<file path="src/sv/mv2_pkg.sv">
`default_nettype none
package mv2_pkg;

    localparam int NBITS     = 100;
    localparam int KEY_BITS  = 80;
    localparam int MIX_ZEROS = 100;
    localparam int BYTE_BITS = 8;

    // input op codes
    localparam logic OP_START = 1'b0;
    localparam logic OP_DATA  = 1'b1;

    // configuration register indexes
    localparam logic [1:0] CFG_KEY_HIGH  = 2'd0;
    localparam logic [1:0] CFG_KEY_LOW   = 2'd1;
    localparam logic [1:0] CFG_IV_LENGTH = 2'd2;

    localparam logic [6:0] IV_LEN_RESET = 7'd80;
    localparam logic [6:0] IV_LEN_MAX   = 7'd80;

    // R feedback taps, S comp and feedback masks
    localparam logic [NBITS-1:0] RTAPS = {36'h3df87818f, 64'hb55466601279327b};
    localparam logic [NBITS-1:0] COMP0 = {36'h6057ebfea, 64'h7942a8096aa97a30};
    localparam logic [NBITS-1:0] COMP1 = {36'h191c23dd7, 64'he3a21d63dd629e9a};
    localparam logic [NBITS-1:0] FB0   = {36'h19cec5802, 64'haf4a93819ffa7faf};
    localparam logic [NBITS-1:0] FB1   = {36'h840fbc52b, 64'h4911b0634c8cb877};
    // comp term only acts on bits 1..98
    localparam logic [NBITS-1:0] MIX_MASK = {1'b0, {(NBITS-2){1'b1}}, 1'b0};

    typedef struct packed {
        logic en;   // clock the generator once
        logic clr;  // zero both registers
        logic mix;  // mixing mode
        logic din;  // input bit
    } t_step;

endpackage
`default_nettype wire

</file>
<file path="src/sv/mv2_cell.sv">
`default_nettype none
module mv2_cell (
    input  wire          i_clk,
    input  wire          i_rst_n,
    input  wire mv2_pkg::t_step i_step,
    input  wire          i_r_prev,
    input  wire          i_s_prev,
    input  wire          i_s_next,
    input  wire          i_fb_r,
    input  wire          i_fb_s,
    input  wire          i_ctl_r,
    input  wire          i_ctl_s,
    input  wire          i_rt,
    input  wire          i_c0,
    input  wire          i_c1,
    input  wire          i_f0,
    input  wire          i_f1,
    input  wire          i_mix_on,
    output logic         o_r,
    output logic         o_s
);

    logic r_rbit, r_sbit;
    logic n_rbit, n_sbit;

    always_comb begin
        n_rbit = i_r_prev ^ (i_ctl_r & r_rbit) ^ (i_fb_r & i_rt);
        n_sbit = i_s_prev
               ^ (i_mix_on & (r_sbit ^ i_c0) & (i_s_next ^ i_c1))
               ^ (i_fb_s & (i_ctl_s ? i_f1 : i_f0));
    end

    always_ff @(posedge i_clk) begin
        if (!i_rst_n || i_step.clr) begin
            r_rbit <= 1'b0;
            r_sbit <= 1'b0;
        end else if (i_step.en) begin
            r_rbit <= n_rbit;
            r_sbit <= n_sbit;
        end
    end

    assign o_r = r_rbit;
    assign o_s = r_sbit;

endmodule
`default_nettype wire

</file>
<file path="src/sv/mv2_chain.sv">
`default_nettype none
module mv2_chain (
    input  wire            i_clk,
    input  wire            i_rst_n,
    input  wire mv2_pkg::t_step i_step,
    output logic           o_z
);

    localparam int N = mv2_pkg::NBITS;

    logic [N-1:0] w_r, w_s;
    logic [N-1:0] w_r_prev, w_s_prev, w_s_next;
    logic         w_fb_r, w_fb_s, w_ctl_r, w_ctl_s;

    assign w_r_prev = {w_r[N-2:0], 1'b0};
    assign w_s_prev = {w_s[N-2:0], 1'b0};
    assign w_s_next = {1'b0, w_s[N-1:1]};

    assign w_ctl_r = w_s[34] ^ w_r[67];
    assign w_ctl_s = w_r[33] ^ w_s[67];
    assign w_fb_r  = w_r[N-1] ^ i_step.din ^ (i_step.mix & w_s[50]);
    assign w_fb_s  = w_s[N-1] ^ i_step.din;
    assign o_z     = w_r[0] ^ w_s[0];

    for (genvar g = 0; g < N; g++) begin : g_cell
        mv2_cell u_cell (
            .i_clk    (i_clk),
            .i_rst_n  (i_rst_n),
            .i_step   (i_step),
            .i_r_prev (w_r_prev[g]),
            .i_s_prev (w_s_prev[g]),
            .i_s_next (w_s_next[g]),
            .i_fb_r   (w_fb_r),
            .i_fb_s   (w_fb_s),
            .i_ctl_r  (w_ctl_r),
            .i_ctl_s  (w_ctl_s),
            .i_rt     (mv2_pkg::RTAPS[g]),
            .i_c0     (mv2_pkg::COMP0[g]),
            .i_c1     (mv2_pkg::COMP1[g]),
            .i_f0     (mv2_pkg::FB0[g]),
            .i_f1     (mv2_pkg::FB1[g]),
            .i_mix_on (mv2_pkg::MIX_MASK[g]),
            .o_r      (w_r[g]),
            .o_s      (w_s[g])
        );
    end

endmodule
`default_nettype wire

</file>
<file path="src/sv/mv2_ctrl.sv">
`default_nettype none
module mv2_ctrl (
    input  wire             i_clk,
    input  wire             i_rst_n,
    input  wire  [79:0]     i_key,
    input  wire  [6:0]      i_iv_length,
    input  wire             i_in_valid,
    output logic            o_in_stall,
    input  wire             i_op,
    input  wire  [79:0]     i_iv,
    input  wire  [7:0]      i_data_in,
    input  wire             i_last_of_message,
    input  wire             i_z,
    output mv2_pkg::t_step  o_step,
    output logic            o_out_valid,
    input  wire             i_out_stall,
    output logic [7:0]      o_data_out,
    output logic            o_last
);

    localparam logic [2:0] ST_IDLE = 3'd0;
    localparam logic [2:0] ST_IV   = 3'd1;
    localparam logic [2:0] ST_KEY  = 3'd2;
    localparam logic [2:0] ST_ZERO = 3'd3;
    localparam logic [2:0] ST_DATA = 3'd4;
    localparam logic [2:0] ST_HOLD = 3'd5;

    localparam logic [6:0] KEY_LAST  = 7'(mv2_pkg::KEY_BITS - 1);
    localparam logic [6:0] ZERO_LAST = 7'(mv2_pkg::MIX_ZEROS - 1);
    localparam logic [6:0] BYTE_LAST = 7'(mv2_pkg::BYTE_BITS - 1);

    logic [2:0]  r_state, n_state;
    logic [6:0]  r_cnt, n_cnt;
    logic [79:0] r_sh, n_sh;
    logic [7:0]  r_ks, n_ks;
    logic [7:0]  r_dat, n_dat;
    logic        r_lst, n_lst;
    logic        r_o_valid, n_o_valid;
    logic [7:0]  r_o_data, n_o_data;
    logic        r_o_last, n_o_last;

    logic        w_acc, w_out_free;
    logic [6:0]  w_iv_n;

    assign o_in_stall = (r_state != ST_IDLE);
    assign w_acc      = i_in_valid & ~o_in_stall;
    assign w_out_free = ~r_o_valid | ~i_out_stall;
    assign w_iv_n     = (i_iv_length > mv2_pkg::IV_LEN_MAX) ? mv2_pkg::IV_LEN_MAX
                                                             : i_iv_length;

    always_comb begin
        n_state   = r_state;
        n_cnt     = r_cnt;
        n_sh      = r_sh;
        n_ks      = r_ks;
        n_dat     = r_dat;
        n_lst     = r_lst;
        n_o_valid = r_o_valid & i_out_stall;
        n_o_data  = r_o_data;
        n_o_last  = r_o_last;
        o_step    = '0;

        case (r_state)
            ST_IDLE: begin
                if (w_acc) begin
                    n_cnt = '0;
                    if (i_op == mv2_pkg::OP_START) begin
                        o_step.clr = 1'b1;
                        if (w_iv_n == '0) begin
                            n_sh    = i_key;
                            n_state = ST_KEY;
                        end else begin
                            n_sh    = i_iv;
                            n_state = ST_IV;
                        end
                    end else begin
                        n_dat   = i_data_in;
                        n_lst   = i_last_of_message;
                        n_state = ST_DATA;
                    end
                end
            end
            ST_IV: begin
                o_step.en  = 1'b1;
                o_step.mix = 1'b1;
                o_step.din = r_sh[79];
                n_sh       = {r_sh[78:0], 1'b0};
                n_cnt      = r_cnt + 7'd1;
                if (r_cnt == w_iv_n - 7'd1) begin
                    n_sh    = i_key;
                    n_cnt   = '0;
                    n_state = ST_KEY;
                end
            end
            ST_KEY: begin
                o_step.en  = 1'b1;
                o_step.mix = 1'b1;
                o_step.din = r_sh[79];
                n_sh       = {r_sh[78:0], 1'b0};
                n_cnt      = r_cnt + 7'd1;
                if (r_cnt == KEY_LAST) begin
                    n_cnt   = '0;
                    n_state = ST_ZERO;
                end
            end
            ST_ZERO: begin
                o_step.en  = 1'b1;
                o_step.mix = 1'b1;
                n_cnt      = r_cnt + 7'd1;
                if (r_cnt == ZERO_LAST) begin
                    n_state = ST_IDLE;
                end
            end
            ST_DATA: begin
                // first keystream bit ends up in bit 7
                o_step.en = 1'b1;
                n_ks      = {r_ks[6:0], i_z};
                n_cnt     = r_cnt + 7'd1;
                if (r_cnt == BYTE_LAST) begin
                    if (w_out_free) begin
                        n_o_valid = 1'b1;
                        n_o_data  = r_dat ^ n_ks;
                        n_o_last  = r_lst;
                        n_state   = ST_IDLE;
                    end else begin
                        n_state = ST_HOLD;
                    end
                end
            end
            ST_HOLD: begin
                if (w_out_free) begin
                    n_o_valid = 1'b1;
                    n_o_data  = r_dat ^ r_ks;
                    n_o_last  = r_lst;
                    n_state   = ST_IDLE;
                end
            end
            default: begin
                n_state = ST_IDLE;
            end
        endcase
    end

    always_ff @(posedge i_clk) begin
        if (!i_rst_n) begin
            r_state   <= ST_IDLE;
            r_cnt     <= '0;
            r_o_valid <= 1'b0;
        end else begin
            r_state   <= n_state;
            r_cnt     <= n_cnt;
            r_o_valid <= n_o_valid;
        end
    end

    always_ff @(posedge i_clk) begin
        r_sh     <= n_sh;
        r_ks     <= n_ks;
        r_dat    <= n_dat;
        r_lst    <= n_lst;
        r_o_data <= n_o_data;
        r_o_last <= n_o_last;
    end

    assign o_out_valid = r_o_valid;
    assign o_data_out  = r_o_data;
    assign o_last      = r_o_last;

endmodule
`default_nettype wire

</file>
<file path="src/sv/mickey_v2_stream_cipher_unit.sv">
`default_nettype none
// MICKEY 2.0 (80-bit key) keystream unit.
// Input channel (i_in_valid / o_in_stall): a word with i_op = start loads the
// IV (i_iv_high, i_iv_low), clears R and S and runs the key setup; it gives
// no result. A word with i_op = data XORs i_data_in with the next eight
// keystream bits (first bit into bit 7) and returns it on o_data_out with
// o_last copied from i_last_of_message.
// Output channel (o_out_valid / i_out_stall): one registered result word.
// The generator is a row of 100 bit cells clocked once per keystream bit. A
// data word is stepped for its eight keystream bits after acceptance; its
// result enters the output register, once free, as the unit returns to idle.
// A start word keeps the input stalled while the IV bits (iv_length, capped
// at 80), key bits and zero-input mixing steps run. Only one word is in work
// at a time; o_in_stall is high from the cycle after acceptance until done.
// If the receiver stalls, a finished byte waits in the output register and a
// second one waits inside the unit; the input stays stalled until it moves.
// Config port (i_cfg_valid / o_cfg_ready, always ready): index 0 key_high,
// 1 key_low, 2 iv_length; new values apply at the next start word if the
// user writes them while idle; the block does not enforce this. Synchronous
// reset clears R, S and the control state, key to zero and iv_length to 80.
module mickey_v2_stream_cipher_unit (
    input  wire         i_clk,
    input  wire         i_rst_n,
    input  wire         i_cfg_valid,
    output logic        o_cfg_ready,
    input  wire  [1:0]  i_cfg_index,
    input  wire  [63:0] i_cfg_data,
    input  wire         i_in_valid,
    output logic        o_in_stall,
    input  wire         i_op,
    input  wire  [15:0] i_iv_high,
    input  wire  [63:0] i_iv_low,
    input  wire  [7:0]  i_data_in,
    input  wire         i_last_of_message,
    output logic        o_out_valid,
    input  wire         i_out_stall,
    output logic [7:0]  o_data_out,
    output logic        o_last
);

    logic [15:0]    r_key_high;
    logic [63:0]    r_key_low;
    logic [6:0]     r_iv_length;
    mv2_pkg::t_step w_step;
    logic           w_z;
    logic           w_in_acc;

    assign o_cfg_ready = 1'b1;

    always_ff @(posedge i_clk) begin
        if (!i_rst_n) begin
            r_key_high  <= '0;
            r_key_low   <= '0;
            r_iv_length <= mv2_pkg::IV_LEN_RESET;
        end else if (i_cfg_valid) begin
            case (i_cfg_index)
                mv2_pkg::CFG_KEY_HIGH:  r_key_high  <= i_cfg_data[15:0];
                mv2_pkg::CFG_KEY_LOW:   r_key_low   <= i_cfg_data;
                mv2_pkg::CFG_IV_LENGTH: r_iv_length <= i_cfg_data[6:0];
                default: ;
            endcase
        end
    end

    mv2_ctrl u_ctrl (
        .i_clk             (i_clk),
        .i_rst_n           (i_rst_n),
        .i_key             ({r_key_high, r_key_low}),
        .i_iv_length       (r_iv_length),
        .i_in_valid        (i_in_valid),
        .o_in_stall        (o_in_stall),
        .i_op              (i_op),
        .i_iv              ({i_iv_high, i_iv_low}),
        .i_data_in         (i_data_in),
        .i_last_of_message (i_last_of_message),
        .i_z               (w_z),
        .o_step            (w_step),
        .o_out_valid       (o_out_valid),
        .i_out_stall       (i_out_stall),
        .o_data_out        (o_data_out),
        .o_last            (o_last)
    );

    mv2_chain u_chain (
        .i_clk   (i_clk),
        .i_rst_n (i_rst_n),
        .i_step  (w_step),
        .o_z     (w_z)
    );

    assign w_in_acc = i_in_valid & ~o_in_stall;

    // an accepted word keeps the input stalled while it is in work
    a_busy_after_acc: assert property (@(posedge i_clk) disable iff (!i_rst_n)
        w_in_acc |=> o_in_stall)
        else $error("input not stalled after accept");

    a_busy_7: assert property (@(posedge i_clk) disable iff (!i_rst_n)
        w_in_acc |-> ##7 o_in_stall)
        else $error("word finished too early");

    // a start word never produces a result
    a_start_silent: assert property (@(posedge i_clk) disable iff (!i_rst_n)
        (w_in_acc && i_op == mv2_pkg::OP_START) |=> !$rose(o_out_valid))
        else $error("result after start word");

    // nothing is generated while the unit is idle
    a_step_busy: assert property (@(posedge i_clk) disable iff (!i_rst_n)
        w_step.en |-> o_in_stall)
        else $error("generator clocked while idle");

endmodule
`default_nettype wire
</file>
<file path="config.mk">
export PLATFORM = sky130hd
export DESIGN_NAME = mickey_v2_stream_cipher_unit
export DESIGN_NICKNAME = d
export VERILOG_FILES = /design/src/sv/mv2_pkg.sv /design/src/sv/mv2_cell.sv /design/src/sv/mv2_chain.sv /design/src/sv/mv2_ctrl.sv /design/src/sv/mickey_v2_stream_cipher_unit.sv
export SDC_FILE = /design/constraint.sdc
export NUM_CORES = 1
export LEC_CHECK = 0
export BUFFER_PORTS_ARGS = -buffer_cell sky130_fd_sc_hd__buf_2
export CAP_MARGIN = 20
export CORE_MARGIN = 8
export CORE_UTILIZATION = 50
export DETAILED_ROUTE_END_ITERATION = 8
export PLACE_DENSITY = 0.69
export SLEW_MARGIN = 20
export SYNTH_ARGS = -nofsm -noshare
export SYNTH_HDL_FRONTEND = slang
export SYNTH_SLANG_ARGS = --single-unit
</file>
<file path="constraint.sdc">
create_clock -name i_clk -period 18.4 [get_ports i_clk]
set_clock_uncertainty 0.2 [all_clocks]
set_input_delay 3.68 -clock i_clk [delete_from_list [all_inputs] [get_ports i_clk]]
set_output_delay 3.68 -clock i_clk [all_outputs]
set_load 0.02 [all_outputs]
</file>
==> metrics.cfg, run 1 <==
[setup_path]
crit_buf_inv = 1
reg2regPathDepth = 11
critPathKind = reg2out
worstPathRequired_ns = 14.52
cp_slowest_cell = dfxtp_1
reg2reg_from = r_iv_length[6]
crit_path_start = u_ctrl.r_state[1]
worst_setup_path_start_kind = register
worstPathMaxFanout = 20
cp_cell_sequence = or3_1, buf_2
endpoint = o_in_stall
reg2reg_to = u_ctrl.r_sh[73]
cp.depth = 2
critical-path-max-stage-delay_ns = 0.73
arrival_ns = 1.90
crit_path_end_kind = output port
rrSetupSlack_ns = 14.01
cp_top_family = flip-flops

[power]
power_density_nw_per_um2 = 166.3
irDropWorstVdd_mv = 0.2262
leakagePower_nw = 8.767

[clock_network]
tritoncts = built
cts.hold.buffers_added = 0
numCtsBuffers = 46
cts-htree-levels = 2
postCtsResizedCells = 0
clk_path_buf_depth = 3
clock_tree.root_cell = clkbuf_16
clock-sinks = 404
clk-insertion-delay-late_ns = 0.58
post-cts-setup-buffer-count = 0
clk_pin_slew_ns = 0.06

[yosys]
synthesis.area_um2 = 21180
synthesis.nets = 2632
synth-main-ff-cell = dfxtp_1
synth_top_area_share_pct = 28.17
async_reset_ff_share_pct = 0
ys_top_cells_by_count = 404 x nand2_1, 302 x o21ai_0, 298 x dfxtp_1, 233 x nor2_1, 150 x a22oi_1
syn_inst = 2468
synth-edff-count = 106
synth.avg_cell_area_um2 = 8.580
ys_warn_count = 0
yosysTopAreaCell = dfxtp_1
synth.area.top_cells = dfxtp_1 28%, edfxtp_1 15%, nand2_1 7.2%
post-synth-top-count-cell = nand2_1
synth_seq_cells = 404
ys_seq_area_share_pct = 43.20
synth_cell_types = 63

[place]
post-dp-hpwl_um = 29350
gp_congestion = 0.8513
portBuffers = 171
dp_cells = 3008

[detailed_routing]
vias_per_cell = 5.711
wl_per_cell_um = 16.04
drt_iter0_drc = 1682
vias = 17670
ant_nets = 0
dr.pass1.iters = 5
drc = 0
wirelength_um = 49610

[timing]
rsz0062_at_grt = false
min_period_ns = 5.783
slew_violations = 0
setup_violations = 0
fin_tns_setup_ns = 0
worst_pin_slew_ns = 1.064
slew-limit-headroom_pct = 29.05
hold_violations = 0
period_share_pct = 31.43
max_freq_ghz = 0.1729

[global_route]
grtUsageTotal_pct = 19.33
overflow = 0
grt_max_degree = 201
grt_pass1_vias = 16350
antenna_found_initial = 0
grt_pass1_wl_um = 82160

[cells_and_area]
fill_cells = 3708
antenna_cells = 0
area_delta_synth_final_pct = 11.70
nNetsFinal = 2682
instances_no_fill = 3093
drive_gt1_share_pct = 11.35

[floorplan]
start_util_pct = 50.60
core_um2 = 41850
fp.dieH_um = 221.8
die_w_um = 221.8
row_count = 75
die_area_um2 = 49200
io_pins = 173

[flow_run]
maxCapViolations = 0

[run_status]
outcome = finished, final reports clean

[hold_path]
hold_path_class = reg2reg

==> layer usage <==
metal / vias to the layer above / GRT usage [%] / share of wire, %
met3: 63 / 2.989 / 4.5
met4: 0 / 5.260 / 2.0
met1: 8509 / 25.84 / 47
met2: 360 / 32.29 / 47
li1: 8733 / - / -
met5: - / 0 / 0
==> through the flow <==
| step | setup slack [ns] | utilization [%] | instance area [um^2] | power (W) | hold WS (ns) |
|---|---|---|---|---|---|
| after detailed placement | 12.70 | 52.87 | 22130 | 0.003033 | 0.2045 |
| after floorplan | 7.940 | - | 21180 | 0.002697 | 0.2003 |
| after CTS | 12.58 | 56.50 | 23650 | 0.003964 | 0.2171 |
| after global placement | 12.75 | 52.87 | 22130 | 0.002957 | 0.2099 |
| after global routing | 12.50 | 56.52 | 23660 | 0.004248 | 0.2375 |
| final | 12.62 | 56.52 | 23660 | 0.003933 | 0.2157 |
==> how the worst min path moves through the flow <==
stage / slack (ns) / from / end / depth (start not counted)
2_1_floorplan: 0.20 / u_ctrl.r_lst / u_ctrl.o_last / 0
3_3_place_gp: 0.21 / u_ctrl.r_lst / u_ctrl.o_last / 0
5_1_grt: 0.24 / u_ctrl.r_lst / u_ctrl.o_last / 0
3_5_place_dp: 0.20 / u_ctrl.r_lst / u_ctrl.o_last / 0
4_1_cts: 0.22 / u_ctrl.r_lst / u_ctrl.o_last / 0
6_report: 0.22 / u_ctrl.r_lst / u_ctrl.o_last / 0
==> state kept, by name, summed over array words and instances (netlist names) <==
| register | cells |
|---|---|
| r_key_high | 16 |
| u_chain.g_cell.u_cell.o_s | 100 |
| u_ctrl.o_out_valid | 1 |
| u_ctrl.o_last | 1 |
| r_iv_length | 7 |
| u_ctrl.r_cnt | 7 |
| r_key_low | 64 |
| u_ctrl.r_sh | 80 |
| u_ctrl.r_ks | 8 |
| u_chain.g_cell.u_cell.o_r | 100 |
| u_ctrl.r_lst | 1 |
| u_ctrl.r_dat | 8 |
| u_ctrl.o_data_out | 8 |
| u_ctrl.r_state | 3 |
==> placed cells by master, fill, tap and decap left out, drive strengths merged, types with 68 or more instances in the layout <==
master  Yosys  layout
dfxtp     298     298
nor2      233     233
buf        41     191
o21ai     303     303
clkbuf    148      68
o221ai     79      79
nand2     405     405
nand2b     88      88
edfxtp    106     106
a21boi     83      83
a22oi     150     150
inv       116     119
==> power by group <==
part | leakage, nW | internal, W | switching (W)
registers | 3.42 | 0.00118 | 0.000161
logic | 4.59 | 0.000635 | 0.00104
clock network | 0.751 | 0.000544 | 0.000372
==> cell type report <==
type	count	area, um^2	share of cell area, %
tap	539	674.4	2.851
clock buffer	68	1366	5.776
timing repair buffer	191	1018	4.306
clock inverter	16	152.6	0.6453
inverter	116	435.4	1.841
sequential	404	9150	38.68
multi-input combinational	1759	10860	45.90
==> cell families after synthesis <==
kind of cell	count (synthesis)	share of synthesized area, %
other	1	0.01771
AO/OA/AOI/OAI	749	22.85
buffers and inverters	305	5.897
adder cells (fa/ha/maj)	3	0.1773
AND/OR/NAND/NOR	818	16.68
multiplexers	41	1.979
flip-flops	404	43.20
XOR/XNOR	147	9.199
(Power assumes the default switching activity.)
==> run 2, diff against run 1 <==
--- a/config.mk
+++ b/config.mk
@@ -10,7 +10,7 @@
 export CORE_MARGIN = 8
 export CORE_UTILIZATION = 50
 export DETAILED_ROUTE_END_ITERATION = 8
-export PLACE_DENSITY = 0.69
+export PLACE_DENSITY = 0.72
 export SLEW_MARGIN = 20
 export SYNTH_ARGS = -nofsm -noshare
 export SYNTH_HDL_FRONTEND = slang
==> constraint.sdc (replaced) <==
create_clock -name i_clk -period 4.7 [get_ports i_clk]
set_clock_uncertainty 0.2 [all_clocks]
set_input_delay 0.94 -clock i_clk [delete_from_list [all_inputs] [get_ports i_clk]]
set_output_delay 0.94 -clock i_clk [all_outputs]
set_load 0.02 [all_outputs]
==> metrics.cfg, run 2 (synthesis gave the netlist of run 1 again) <==
[run_status]
outcome = finished, final reports clean  ; unchanged

[hold_path]
hold_path_class = reg2reg  ; unchanged
hold_depth = 0  ; unchanged

[detailed_routing]
wirelength_um = 50720  ; was 49,610 um
wl_per_cell_um = 16.37  ; was 16.04 um
vias_per_cell = 5.739  ; was 5.711
dr.pass1.iters = 6  ; was 5
vias = 17790  ; was 17,670
drc = 0  ; unchanged
ant_nets = 0  ; unchanged
drt_iter0_drc = 1805  ; was 1,682

[setup_path]
worstPathMaxFanout = 17  ; was 20
crit_path_start = r_iv_length[6]  ; was u_ctrl.r_state[1]
worstPathRequired_ns = 4.79  ; was 14.52 ns
reg2regPathDepth = 11  ; unchanged
crit_path_end_kind = register  ; was output port
arrival_ns = 4.12  ; was 1.90 ns
worst_setup_path_start_kind = register  ; unchanged
reg2reg_to = u_ctrl.r_sh[30]  ; was u_ctrl.r_sh[73]
rrSetupSlack_ns = 0.67  ; was 14.01 ns
critPathKind = reg2reg  ; was reg2out
reg2reg_from = r_iv_length[6]  ; unchanged
endpoint = u_ctrl.r_sh[30]  ; was o_in_stall

[clock_network]
clk-insertion-delay-late_ns = 0.57  ; was 0.58 ns
clk_path_buf_depth = 3  ; unchanged
clock-sinks = 404  ; unchanged
postCtsResizedCells = 0  ; unchanged
clock_tree.root_cell = clkbuf_16  ; unchanged
tritoncts = built  ; unchanged
clk_pin_slew_ns = 0.06  ; about the same
numCtsBuffers = 45  ; was 46
post-cts-setup-buffer-count = 0  ; unchanged
cts.hold.buffers_added = 0  ; unchanged
cts-htree-levels = 2  ; unchanged

[cells_and_area]
antenna_cells = 0  ; unchanged
final_cell_area_um2 = 23730  ; was 23,660 um^2
fill_cells = 3685  ; was 3,708
final_common_cell = nand2_1  ; unchanged
drive_gt1_share_pct = 11.48  ; was 11.35%
finish.utilization_pct = 56.70  ; was 56.52%
layout_common_cells = 403 x nand2_1, 302 x o21ai_0, 297 x dfxtp_1  ; unchanged
area_delta_synth_final_pct = 12.06  ; was 11.70%
instances_no_fill = 3099  ; was 3,093
nNetsFinal = 2691  ; was 2,682

[place]
place_area_um2 = 22260  ; was 22,130 um^2
dp_cells = 3018  ; was 3,008
portBuffers = 171  ; unchanged
post-dp-hpwl_um = 31080  ; was 29,350 um
gp_congestion = 0.8348  ; was 0.8513

[timing]
slew-limit-headroom_pct = 35.50  ; was 29.05%
setup_violations = 0  ; unchanged
max_freq_ghz = 0.2482
worst_pin_slew_ns = 0.9649  ; was 1.064 ns
rsz0062_at_grt = false  ; unchanged
fin_tns_setup_ns = 0  ; unchanged
hold_violations = 0  ; unchanged
period_share_pct = 85.73
slew_violations = 0  ; unchanged
min_period_ns = 4.029

[power]
irDropWorstVdd_mv = 0.5773  ; was 0.2262 mV
leakagePower_nw = 8.814  ; was 8.767 nW
power_density_nw_per_um2 = 651.7  ; was 166.3 nW/um^2
p_comb_share_pct = 43.6  ; was 42.7%
p_sw_share_pct = 40.18  ; was 40.11%
p_int_w = 0.009251  ; was 0.002355 W
p_clk_share_pct = 22.5  ; was 23.3%
switchingPower_w = 0.006214  ; was 0.001578 W
seqPwrFrac_pct = 34.0  ; about the same
fin_total_pwr_w = 0.01547  ; was 0.003933 W

[global_route]
grt_max_degree = 153  ; was 201
grt_util_met2_pct = 32.70  ; was 32.29%
overflow = 0  ; unchanged
grt_pass1_wl_um = 83550  ; was 82,160 um
antenna_found_initial = 3  ; was 0
grt_util_met1_pct = 26.15  ; was 25.84%
met3_usage_pct = 3.624  ; was 2.989%
grtUsageTotal_pct = 19.73  ; was 19.33%
grt_pass1_vias = 16800  ; was 16,350
top_usage_layer = met2  ; unchanged

[floorplan]
start_util_pct = 50.60  ; unchanged
fp.dieH_um = 221.8  ; unchanged
die_area_um2 = 49200  ; unchanged
io_pins = 173  ; unchanged
core_um2 = 41850  ; unchanged
die_w_um = 221.8  ; unchanged
row_count = 75  ; unchanged

[flow_run]
maxCapViolations = 0  ; unchanged

-- run 2: changes by cell type in the layout (fill, tap and decap cells not counted), sizes merged --
cell | previous run | this run
buf | 191 | 201
clkinv | 10 | 17
clkbuf | 68 | 60
clkinvlp | 1 | 0
bufinv | 2 | 3
inv | 119 | 116
-- run 2: power by group through the flow --
stage               Sequential [W]  Clock (W)  Combinational (W)
CTS                        0.00524    0.00354            0.00674
detailed placement         0.00530          0            0.00669
floorplan                  0.00514          0            0.00536
finish                     0.00525    0.00347            0.00674
global placement           0.00527          0            0.00640
global route               0.00536    0.00369            0.00760
-- run 2: final cells by class --
class | instances | area [um^2] | share of cell area, %
inverters | 116 | 436.7 | 1.840
clock inverters | 20 | 176.4 | 0.7434
flip-flops and latches | 404 | 9150 | 38.56
clock buffers | 60 | 1265 | 5.330
well taps | 539 | 674.4 | 2.842
repair buffers | 201 | 1176 | 4.956
multi-input cells | 1759 | 10850 | 45.73
-- run 2: per-layer routing --
| layer | wire (um) | vias up |
|---|---|---|
| met3 | 2563 | 71 |
| met4 | 1013 | 6 |
| met1 | 23420 | 8553 |
| met5 | 38 | - |
| met2 | 23680 | 406 |
| li1 | - | 8750 |
-- run 2: worst min-delay path by stage --
stage | endpoint | slack (ns) | start
finish | u_ctrl.o_last | 0.22 | u_ctrl.r_lst
global route | u_ctrl.o_last | 0.23 | u_ctrl.r_lst
detailed placement | u_ctrl.o_last | 0.21 | u_ctrl.r_lst
floorplan | u_ctrl.o_last | 0.20 | u_ctrl.r_lst
CTS | u_ctrl.o_last | 0.22 | u_ctrl.r_lst
global placement | u_ctrl.o_last | 0.21 | u_ctrl.r_lst
-- run 2: stage by stage --
step	hold slack [ns]	setup WS (ns)
floorplan	0.2003	0.8092
global route	0.2258	0.4005
finish	0.2221	0.6708
detailed placement	0.2084	0.6815
global placement	0.2086	0.7987
CTS	0.2222	0.6930
-- run 2: critical path, stage by stage, from the launching register on --
cell	delay (ns)
dfxtp_1	0.52
o21ai_0	0.21
nand2_1	0.16
ha_1	0.28
or3b_1	0.40
or4_1	0.48
o311ai_1	0.10
a221o_2	0.22
nand2_2	0.10
a21oi_4	0.57
buf_4	0.34
o221ai_1	0.15
==> run 3, diff against run 2 <==
--- a/config.mk
+++ b/config.mk
@@ -8,9 +8,9 @@
 export BUFFER_PORTS_ARGS = -buffer_cell sky130_fd_sc_hd__buf_2
 export CAP_MARGIN = 20
 export CORE_MARGIN = 8
-export CORE_UTILIZATION = 50
+export CORE_UTILIZATION = 46
 export DETAILED_ROUTE_END_ITERATION = 8
-export PLACE_DENSITY = 0.72
+export PLACE_DENSITY = 0.67
 export SLEW_MARGIN = 20
 export SYNTH_ARGS = -nofsm -noshare
 export SYNTH_HDL_FRONTEND = slang
==> metrics.cfg, run 3 (synthesis gave the netlist of run 1 again) <==
[setup_path]
arrival_ns = 3.89  ; was 4.12 ns
critPathKind = reg2reg  ; unchanged
worstPathMaxFanout = 79  ; was 17
reg2reg_to = u_ctrl.r_sh[74]  ; was u_ctrl.r_sh[30]
crit_path_end_kind = register  ; unchanged
worst_setup_path_start_kind = register  ; unchanged
rrSetupSlack_ns = 0.90  ; was 0.67 ns
worstPathRequired_ns = 4.79  ; about the same
reg2reg_from = r_iv_length[6]  ; unchanged
reg2regPathDepth = 11  ; unchanged

[global_route]
overflow = 0  ; unchanged
grt_max_degree = 201  ; was 153
antenna_found_initial = 3  ; unchanged
grt_pass1_vias = 16770  ; was 16,800
grt_pass1_wl_um = 85390  ; was 83,550 um
grtUsageTotal_pct = 18.77  ; was 19.73%

[cells_and_area]
layout_common_cells = 403 x nand2_1, 302 x o21ai_0, 297 x dfxtp_1  ; unchanged
final_common_cell = nand2_1  ; unchanged
drive_gt1_share_pct = 11.55  ; was 11.48%
area_delta_synth_final_pct = 12.88  ; was 12.06%
instances_no_fill = 3163  ; was 3,099
final_cell_area_um2 = 23900  ; was 23,730 um^2
nNetsFinal = 2689  ; was 2,691
antenna_cells = 0  ; unchanged

[detailed_routing]
ant_nets = 0  ; unchanged
vias_per_cell = 5.587  ; was 5.739
vias = 17670  ; was 17,790
wirelength_um = 51510  ; was 50,720 um
wl_per_cell_um = 16.29  ; was 16.37 um
drc = 0  ; unchanged
drt_iter0_drc = 1456  ; was 1,805
dr.pass1.iters = 5  ; was 6

[power]
leakagePower_nw = 8.851  ; was 8.814 nW
power_density_nw_per_um2 = 656.9  ; was 651.7 nW/um^2
irDropWorstVdd_mv = 0.6072  ; was 0.5773 mV

[place]
portBuffers = 171  ; unchanged
place_area_um2 = 22340  ; was 22,260 um^2
dp_cells = 3077  ; was 3,018
post-dp-hpwl_um = 31550  ; was 31,080 um
gp_congestion = 0.8193  ; was 0.8348
place_ws_ns = 0.9629  ; was 0.6815 ns

[timing]
fin_tns_setup_ns = 0  ; unchanged
slew_violations = 0  ; unchanged
hold_violations = 0  ; unchanged
slew-limit-headroom_pct = 26.33  ; was 35.50%
worst_pin_slew_ns = 1.105  ; was 0.9649 ns
min_period_ns = 3.799  ; was 4.029 ns
max_freq_ghz = 0.2632  ; was 0.2482 GHz
setup_violations = 0  ; unchanged
setup_ws_ns = 0.9008  ; was 0.6708 ns
period_share_pct = 80.84  ; was 85.73%
rsz0062_at_grt = false  ; unchanged

[floorplan]
io_pins = 173  ; unchanged
row_count = 78  ; was 75
core_um2 = 45380  ; was 41,850 um^2
die_w_um = 230.6  ; was 221.8 um
start_util_pct = 46.66  ; was 50.60%
die_area_um2 = 53160  ; was 49,200 um^2
fp.dieH_um = 230.6  ; was 221.8 um

[clock_network]
tritoncts = built  ; unchanged
clock_tree.root_cell = clkbuf_16  ; unchanged
cts-htree-levels = 2  ; unchanged
numCtsBuffers = 46  ; was 45
clock-sinks = 404  ; unchanged
post-cts-setup-buffer-count = 0  ; unchanged
clk_pin_slew_ns = 0.06  ; about the same
clk_path_buf_depth = 3  ; unchanged
cts.hold.buffers_added = 0  ; unchanged
postCtsResizedCells = 0  ; unchanged
clk-insertion-delay-late_ns = 0.58  ; was 0.57 ns

[flow_run]
maxCapViolations = 0  ; unchanged

[hold_path]
min_to = u_ctrl.o_last  ; unchanged
hold_path_class = reg2reg  ; unchanged
hold_start = u_ctrl.r_lst  ; unchanged
hold_depth = 0  ; unchanged

[run_status]
outcome = finished, final reports clean  ; unchanged

## run 3: changes by cell type in the layout (fill, tap and decap cells not counted), sizes merged
cell / change
inv: +2
clkinv: -4
clkbuf: +5
bufinv: +2
clkinvlp: +1
buf: -3
## run 3: worst max-delay path by stage
stage,endpoint,from,cells past startpoint
after global routing,u_ctrl.r_sh[72],r_iv_length[5],11
final,u_ctrl.r_sh[74],r_iv_length[6],11
after CTS,u_ctrl.r_sh[75],r_iv_length[6],11
after floorplan,u_ctrl.r_sh[0],i_op,3
after global placement,u_ctrl.r_sh[8],r_iv_length[5],11
after detailed placement,u_ctrl.r_sh[56],r_iv_length[6],11
## run 3: routing by layer
metal  track usage [%]  part of all wire (%)
met1             24.69                    45
met2             31.03                    47
met3             3.593                   4.9
met4             5.801                   2.4
met5                 0                 0.066
## run 3: where the power goes
| group | total [W] | internal, W | leakage, nW | switching, W |
|---|---|---|---|---|
| clock network | 0.00370 | 0.00223 | 0.770 | 0.00147 |
| registers | 0.00526 | 0.00460 | 3.42 | 0.000661 |
| logic | 0.00674 | 0.00259 | 4.66 | 0.00415 |
## run 3: final cells by class
type	instances	area, um^2
fill	4132	21480
multi-input combinational	1759	10850
sequential	404	9150
clock buffer	65	1314
timing repair buffer	198	1146
tap	600	750.7
inverter	116	436.7
clock inverter	21	254.0
## run 3: worst max-delay path: stages, from the launching register on
cell      delay, ns
dfxtp_1        0.52
o21ai_0        0.22
nand2_1        0.16
ha_1           0.30
or3b_1         0.40
or4_1          0.49
o311ai_1       0.10
a221o_2        0.23
nand2_2        0.11
a21oi_4        0.21
buf_12         0.33
o221ai_1       0.18
## run 3: metrics by stage
stage          hold WS, ns  total power (W)  util (%)
2_1_floorplan       0.2003          0.01050         -
3_3_place_gp        0.2097          0.01173     49.22
3_5_place_dp        0.2149          0.01205     49.22
4_1_cts             0.2289          0.01582     52.67
5_1_grt             0.2491          0.01693     52.67
6_report            0.2230          0.01570     52.67
